**src/hdl/lnpk_pkg.sv**
```systemverilog
// ----------------------------------------------------------------------------
// lnpk_pkg
// Types, codes and defaults for the last-note priority key tracker.
// ----------------------------------------------------------------------------
package lnpk_pkg;

  localparam int CHANNELS_DEF  = 16;
  localparam int NOTES_DEF     = 128;
  localparam int HOLD_BITS_DEF = 16;

  // key = {channel, note}; bit 11 set means no key
  localparam int KEY_W  = 11;
  localparam int KEYS   = 1 << KEY_W;
  localparam logic [11:0] KEY_NONE = 12'hFFF;

  localparam int CFG_IDX_W = 1;
  localparam logic [CFG_IDX_W-1:0] CFG_ONE_SHOT = 1'd0;
  localparam logic [CFG_IDX_W-1:0] CFG_GLIDE    = 1'd1;

  // input opcodes
  localparam logic [2:0] OP_NOTE_ON   = 3'd0;
  localparam logic [2:0] OP_NOTE_OFF  = 3'd1;
  localparam logic [2:0] OP_ALL_NOTES = 3'd2;
  localparam logic [2:0] OP_ALL_SOUND = 3'd3;
  localparam logic [2:0] OP_SILENT    = 3'd4;

  // classified commands
  localparam logic [2:0] CMD_NOP = 3'd0;
  localparam logic [2:0] CMD_ON  = 3'd1;
  localparam logic [2:0] CMD_OFF = 3'd2;
  localparam logic [2:0] CMD_ANO = 3'd3;
  localparam logic [2:0] CMD_ASO = 3'd4;
  localparam logic [2:0] CMD_SIL = 3'd5;

  typedef struct packed {
    logic [2:0] opcode;
    logic [3:0] channel_index;
    logic [6:0] note_number;
    logic [6:0] note_velocity;
  } in_word_t;

  typedef struct packed {
    logic        voice_active;
    logic        key_valid;
    logic [3:0]  voice_channel;
    logic [6:0]  voice_note;
    logic        gate_released;
    logic        retrigger;
    logic        legato_slide;
    logic        pitch_jump;
    logic [6:0]  latched_velocity;
    logic [11:0] held_total;
  } out_word_t;

  typedef struct packed {
    logic [2:0] cmd;
    logic [3:0] ch;
    logic [6:0] note;
    logic [6:0] vel;
  } cmd_t;

  typedef struct packed {
    logic pop;
    logic init_done;
  } back_stat_t;

endpackage

```
**src/hdl/lnpk_front.sv**
```systemverilog
// ----------------------------------------------------------------------------
// lnpk_front
// Accepts event words, classifies them and queues them for the back end.
// ----------------------------------------------------------------------------
module lnpk_front import lnpk_pkg::*; #(
  parameter int CHANNELS = CHANNELS_DEF,
  parameter int NOTES    = NOTES_DEF
) (
  input  logic       clk,
  input  logic       rst_n,
  input  logic       start,
  output logic       busy,
  input  in_word_t   in_word,
  input  back_stat_t stat,
  output logic       q_valid,
  output cmd_t       q_head
);

  cmd_t       q_mem [2];
  logic       wr_ptr_r, wr_ptr_nxt;
  logic       rd_ptr_r, rd_ptr_nxt;
  logic [1:0] cnt_r, cnt_nxt;
  logic       push;
  logic       ch_ok, key_ok;
  cmd_t       cls;

  assign busy    = (cnt_r == 2'd2) || !stat.init_done;
  assign push    = start && !busy;
  assign q_valid = (cnt_r != 2'd0);
  assign q_head  = q_mem[rd_ptr_r];

  always_comb begin
    ch_ok  = {1'b0, in_word.channel_index} < 5'(CHANNELS);
    key_ok = ch_ok && ({1'b0, in_word.note_number} < 8'(NOTES));
    cls.ch   = in_word.channel_index;
    cls.note = in_word.note_number;
    cls.vel  = in_word.note_velocity;
    case (in_word.opcode)
      OP_NOTE_ON:   cls.cmd = key_ok ? CMD_ON : CMD_NOP;
      OP_NOTE_OFF:  cls.cmd = key_ok ? CMD_OFF : CMD_NOP;
      OP_ALL_NOTES: cls.cmd = ch_ok ? CMD_ANO : CMD_NOP;
      OP_ALL_SOUND: cls.cmd = ch_ok ? CMD_ASO : CMD_NOP;
      OP_SILENT:    cls.cmd = CMD_SIL;
      default:      cls.cmd = CMD_NOP;
    endcase
  end

  always_comb begin
    wr_ptr_nxt = push ? ~wr_ptr_r : wr_ptr_r;
    rd_ptr_nxt = stat.pop ? ~rd_ptr_r : rd_ptr_r;
    cnt_nxt    = cnt_r + 2'(push) - 2'(stat.pop);
  end

  always_ff @(posedge clk) begin
    if (!rst_n) begin
      wr_ptr_r <= 1'b0;
      rd_ptr_r <= 1'b0;
      cnt_r    <= 2'd0;
    end else begin
      wr_ptr_r <= wr_ptr_nxt;
      rd_ptr_r <= rd_ptr_nxt;
      cnt_r    <= cnt_nxt;
    end
  end

  always_ff @(posedge clk) begin
    if (push) begin
      q_mem[wr_ptr_r] <= cls;
    end
  end

endmodule

```
**config.mk**
```make
export PLATFORM = sky130hd
export DESIGN_NAME = lnpk_front
export DESIGN_NICKNAME = d
export VERILOG_FILES = /design/src/hdl/lnpk_pkg.sv /design/src/hdl/lnpk_front.sv
export SDC_FILE = /design/constraint.sdc
export NUM_CORES = 1
export LEC_CHECK = 0
export ABC_AREA = 0
export BUFFER_PORTS_ARGS = -buffer_cell sky130_fd_sc_hd__buf_2
export CAP_MARGIN = 20
export CELL_PAD_IN_SITES_DETAIL_PLACEMENT = 2
export CELL_PAD_IN_SITES_GLOBAL_PLACEMENT = 2
export CORE_MARGIN = 1.5
export CORE_UTILIZATION = 35
export CTS_BUF_LIST = sky130_fd_sc_hd__clkbuf_2 sky130_fd_sc_hd__clkbuf_4 sky130_fd_sc_hd__clkbuf_8
export DETAILED_ROUTE_END_ITERATION = 10
export PLACE_DENSITY_LB_ADDON = 0.1
export SYNTH_ARGS = -nofsm -noshare
export SYNTH_HDL_FRONTEND = slang
export SYNTH_SLANG_ARGS = --single-unit
```
**constraint.sdc**
```tcl
create_clock -name clk -period 2 [get_ports clk]
set_input_delay 0.1 -clock clk [delete_from_list [all_inputs] [get_ports clk]]
set_output_delay 0.1 -clock clk [all_outputs]
set_load 0.05 [all_outputs]
```
==> impl_metrics.yaml, run 1 <==
sta:
  setup_viol: 0
  fin_tns_setup_ns: 0
  fin_crit_sh_pct: 86.28
  final_max_slew_viol_count: 0
  clock.fmax_ghz: 0.5795
  hold_viol: 0
  tightest_slew_ns: 0.2595
  slew_headroom_pct: 82.70
  skew_ns: 0.004062
  grt_setup_unrepaired: "no"
  final.min_clock_period_ns: 1.726
floorplan:
  fp-row-count: 26
  ios: 49
  die-area_mm2: 0.005774
  dieHeight_um: 75.99
  die_w_um: 75.99
  coreArea_mm2: 0.005107
  start_util_pct: 36.50
yosys:
  ys_seq_area_share_pct: 73.02
  synthCells: 97
  synth.area.top_cells: "edfxtp_1 (68%), mux2_4 (16%), dfxtp_1 (5.4%), xnor2_1 (1.4%), and2_1 (1.3%)"
  syn-num-nets: 125
  syn_area_mm2: 0.001864
  ys_warn_count: 0
  avgSynthCellArea_um2: 19.22
  yosysUniqueCellTypes: 18
  yosys.area.top_type_share_pct: 67.65
  synth_area_leader_cell: "edfxtp_1"
  synth-seq-cells: 47
critical_path:
  path_class: "register to register"
  startpoint_type: "register"
  cp_slowest_cell: "dfxtp_1"
  critPathArrivalTime_ns: 1.92
  cp_num_buf_inv: 1
  path_cells: "nand2b_1 > nand3_2 > ha_1 > inv_1 > ha_1 > xnor2_1 > xnor2_1 > and2_1"
  critPathTopFamily: "adder cells"
  r2r_slack_ns: 0.27
  cpPeakStageDelay_ns: 0.36
  required_ns: 2.19
  end_kind: "register"
  worstPathMaxFanout: 4
clocking:
  postCtsSetupBuffers: 0
  hold_buffers: 17
  cts_root_buf: "clkbuf_8"
  cts_tree: "built"
  clk_latency_ns: 0.29
  clk_path_buf_depth: 2
  htree_levels: 2
  cts_resized: 0
  cts_buffers: 5
  clock-sinks: 47
  clk_pin_slew_worst_paths_ns: 0.08
final_layout:
  final_area_mm2: 0.002507
  nFillCells: 495
  drive_above_1_share_pct: 49.14
  final_common_cell: "buf_2"
  antenna_cells: 0
  area_growth_pct: 34.50
  fin_nets: 202
  final_cell_mix: "buf_2 (48), edfxtp_1 (42), mux2_4 (20)"
drt:
  drc: 0
  drt_iter0_markers: 43
  vias: 1066
  routed_via_density: 4.351
  dr.pass1.iters: 3
  drtAntennaViolNets: 0
  wl_per_cell_um: 14.94
  routed_wirelength_mm: 3.661
power_and_ir_drop:
  p_leak_nw: 1.016
  p_sw_w: 0.0006592
  clkPwrFrac_pct: 28.2
  power_frac_seq_pct: 49.2
  p_per_area_mw_per_mm2: 942.1
  pwr-share-comb_pct: 22.7
  p_int_w: 0.001703
  vdd_ir_drop_max_uv: 420.8
  power.share.switching_pct: 27.90
run_status:
  status: "completed"
place:
  dp.final_hpwl_mm: 2.658
  postPlaceCellArea_mm2: 0.002220
  numPortBuffers: 48
  gp_congestion: 0.6448
grt:
  grt_usage_pct: 13.77
  grt_pass1_wl_mm: 5.954
  antenna_found_initial: 0
  grt_pass1_vias: 1187
  grt_overflow_total: 0
  grt_start_max_net_pins: 15
worst_hold_path:
  hold_path.class: "input port to register"
flow_run:
  drv_cap: 0
path summary, 6_finish.rpt:
kind | to | startpoint | cells past startpoint
setup / recovery | cnt_r[1] | cnt_r[0] | 8
hold / removal | cnt_r[0] | rst_n | 2
setup reg to reg | cnt_r[1] | cnt_r[0] | 8
hold reg to reg | wr_ptr_r | wr_ptr_r | 2
synthesized netlist by cell type:
cell type,n
nand3_2,1
dfxtp_1,5
buf_6,2
inv_1,2
a21oi_1,1
edfxtp_1,42
or2_2,1
o21ai_0,1
mux2i_1,1
mux2_4,20
xor2_1,1
nand2b_1,1
and2_1,4
nand2_1,5
mux2_2,1
nor2_1,4
xnor2_1,3
ha_1,2
registers in the layout, summed over array words and instances (netlist names), named ones only:
| name | count |
|---|---|
| q_mem | 42 |
| wr_ptr_r | 1 |
| rd_ptr_r | 1 |
| cnt_r | 2 |
kinds of logic after synthesis:
group,after synthesis,synth area share (%)
xor gates and xnor gates,4,1.880
buffers and inverters,4,1.611
AOI/OAI and AO/OA,2,0.5364
DFF,47,73.02
muxes,22,17.25
and+or+nand+nor,16,4.363
adders and majority gates,2,1.342
per-stage QoR:
| stage | cells | hold slack [ns] | setup slack, ns | util [%] | power (W) |
|---|---|---|---|---|---|
| floorplan | 97 | 0.1989 | 0.1197 | - | 0.001573 |
| CTS | 244 | 0.002106 | 0.2477 | 48.90 | 0.002398 |
| global route | 245 | 0.09322 | 0.1061 | 49.09 | 0.002482 |
| detailed placement | 219 | 0.2933 | 0.2690 | 43.46 | 0.001702 |
| finish | 245 | 0.1038 | 0.2744 | 49.09 | 0.002362 |
| global placement | 219 | 0.2879 | 0.3990 | 43.46 | 0.001679 |
power by group through the flow:
stage               Combinational (W)  Clock (W)  Sequential, W
floorplan                    0.000393          0        0.00118
global placement             0.000500          0        0.00118
detailed placement           0.000516          0        0.00119
CTS                          0.000543   0.000692        0.00116
global route                 0.000570   0.000742        0.00117
finish                       0.000535   0.000665        0.00116
final cells by class:
| class | instances | area [um2] | area share [%] |
|---|---|---|---|
| clock buffer | 5 | 68.82 | 2.745 |
| timing repair buffer | 72 | 465.4 | 18.56 |
| tap | 70 | 87.58 | 3.493 |
| sequential | 47 | 1361 | 54.29 |
| inverter | 2 | 7.507 | 0.2994 |
| multi-input combinational | 46 | 478.0 | 19.06 |
| clock inverter | 3 | 38.79 | 1.547 |
routing by layer:
metal	GRT usage [%]	part of all wire, %
met5	0	0
met3	4.192	4.3
met4	5.000	1.1
met2	25.14	56
met1	15.05	39
No activity file was read; power rests on OpenSTA's default activity.
==> run 2: changes to the inputs <==
- GPL_TIMING_DRIVEN: not set -> 0
==> run 2 against run 1 <==
Critical path depth did not move. Sequential share of layout area rose by 0.24 points. Largest power group unchanged. Clock skew rose by 0.0014 ns. Critical endpoint unchanged. Via count rose by 0.66%. Worst hold slack got worse by 0.014 ns. Critical path type unchanged. Register-to-register slack improved by 0.02 ns. Combinational power barely moved. Global-route usage fell by 0.55 points. Worst setup slack improved by 0.015 ns. Final cell count fell by 0.82%.
==> impl_metrics.yaml, run 2 (same netlist as run 1, synthesis figures left out) <==
final_layout:
  multi_input_area_um2: 478.0
  nFillCells: 501
  area_growth_pct: 33.89
  regArea_mm2: 0.001361
  largestRegisters: "q_mem: 42 flops, cnt_r: 2 flops"
  fin_cells: 243
  regMostFlops: "q_mem"
  drive_above_1_share_pct: 49.13
  largest_register_ffs: 42
  final_cell_mix: "buf_2 (48), edfxtp_1 (42), mux2_4 (20)"
  fin_nets: 200
  final_common_cell: "buf_2"
  antenna_cells: 0
grt:
  grt_start_max_net_pins: 14
  antenna_found_initial: 0
  grt_pass1_vias: 1195
  grt_pass1_wl_mm: 5.761
  grt_overflow_total: 0
  grt_usage_pct: 13.22
drt:
  vias: 1073
  routed_wirelength_mm: 3.405
  drt_iter0_markers: 55
  drtAntennaViolNets: 0
  routed_via_density: 4.416
  wl_per_cell_um: 14.01
  dr.pass1.iters: 2
  drc: 0
critical_path:
  critPathTopFamily: "adder cells"
  end_kind: "register"
  cpPeakStageDelay_ns: 0.35
  cp_num_buf_inv: 1
  startpoint_type: "register"
  cp_slowest_cell: "dfxtp_1"
  r2r_cells: 8
  critPathArrivalTime_ns: 1.91
  worstReg2RegStart: "cnt_r[0]"
  required_ns: 2.20
  critPathCapture: "cnt_r[1]"
  path_cells: "nand2b_1 > nand3_2 > ha_1 > inv_1 > ha_1 > xnor2_1 > xnor2_1 > and2_1"
  worstPathMaxFanout: 4
  r2r_slack_ns: 0.29
  reg2reg_to: "cnt_r[1]"
  crit_cells: 8
  path_class: "register to register"
  startpoint: "cnt_r[0]"
clocking:
  clk_path_buf_depth: 2
  clk_pin_slew_worst_paths_ns: 0.08
  htree_levels: 2
  cts_resized: 0
  cts_buffers: 5
  hold_buffers: 18
  clk_latency_ns: 0.29
  cts_tree: "built"
  clock-sinks: 47
  postCtsSetupBuffers: 0
  cts_root_buf: "clkbuf_8"
worst_hold_path:
  hold_path.class: "input port to register"
floorplan:
  die-area_mm2: 0.005774
  fp-row-count: 26
  dieHeight_um: 75.99
  die_w_um: 75.99
  ios: 49
  start_util_pct: 36.50
  coreArea_mm2: 0.005107
place:
  dp.final_hpwl_mm: 2.350
  place_inst: 217
  gp_congestion: 0.6336
  numPortBuffers: 48
sta:
  slew_headroom_pct: 59.88
  grt_setup_unrepaired: "no"
  hold_viol: 0
  skew_ns: 0.005474
  fin_tns_setup_ns: 0
  setup_viol: 0
  final_max_slew_viol_count: 0
  clock.fmax_ghz: 0.5846
  tightest_slew_ns: 0.6011
  final.min_clock_period_ns: 1.711
  fin_crit_sh_pct: 85.53
run_status:
  status: "completed"
power_and_ir_drop:
  p_per_area_mw_per_mm2: 911.9
  p_leak_nw: 1.004
  vdd_ir_drop_max_uv: 385.8
flow_run:
  drv_cap: 0
[run 2: changes by cell type in the layout (fill, tap and decap cells not counted), sizes merged]
cell	before	now
clkbuf	5	7
bufinv	1	0
buf	54	52
clkinv	2	1
[run 2: worst min-delay path by stage]
| stage | startpoint | to | cells after the start |
|---|---|---|---|
| 2_1_floorplan | in_word[0] | q_mem[0][0] | 0 |
| 3_3_place_gp | in_word[9] | q_mem[0][9] | 1 |
| 6_report | rst_n | rd_ptr_r | 2 |
| 3_5_place_dp | in_word[9] | q_mem[0][9] | 1 |
| 5_1_grt | rst_n | rd_ptr_r | 2 |
| 4_1_cts | rst_n | rd_ptr_r | 2 |
[run 2: final cells by class]
class	instances	share of cell area, %
clock buffer	7	3.358
sequential	47	54.54
timing repair buffer	68	18.05
inverter	2	0.3008
multi-input combinational	46	19.15
buffer	2	0.9023
clock inverter	1	0.2005
tap	70	3.509
[run 2: through the flow]
stage | utilization [%] | hold slack [ns] | setup WS (ns) | total power [W] | area, um2
floorplan | - | 0.1989 | 0.1197 | 0.001573 | 1864
global placement | 42.92 | 0.2877 | -0.4917 | 0.001675 | 2192
detailed placement | 43.61 | 0.2912 | 0.2676 | 0.001703 | 2227
CTS | 48.87 | 0.07916 | 0.2475 | 0.002311 | 2496
global route | 48.87 | 0.09028 | 0.1351 | 0.002386 | 2496
finish | 48.87 | 0.08979 | 0.2894 | 0.002276 | 2496
[run 2: metal layers]
metal / up-vias / wire length [um] / track usage, %
li1: 510 / - / -
met1: 526 / 1444 / 15.35
met2: 32 / 1732 / 22.34
met3: 5 / 167 / 4.551
met4: 0 / 61 / 5.556
met5: - / 0 / 0
[run 2: power breakdown]
group | switching, W | leakage, nW | total (W) | internal (W)
Combinational | 0.000335 | 0.528 | 0.000536 | 0.000201
Clock | 0.000305 | 0.0491 | 0.000578 | 0.000273
Sequential | 0.0000229 | 0.427 | 0.00116 | 0.00114
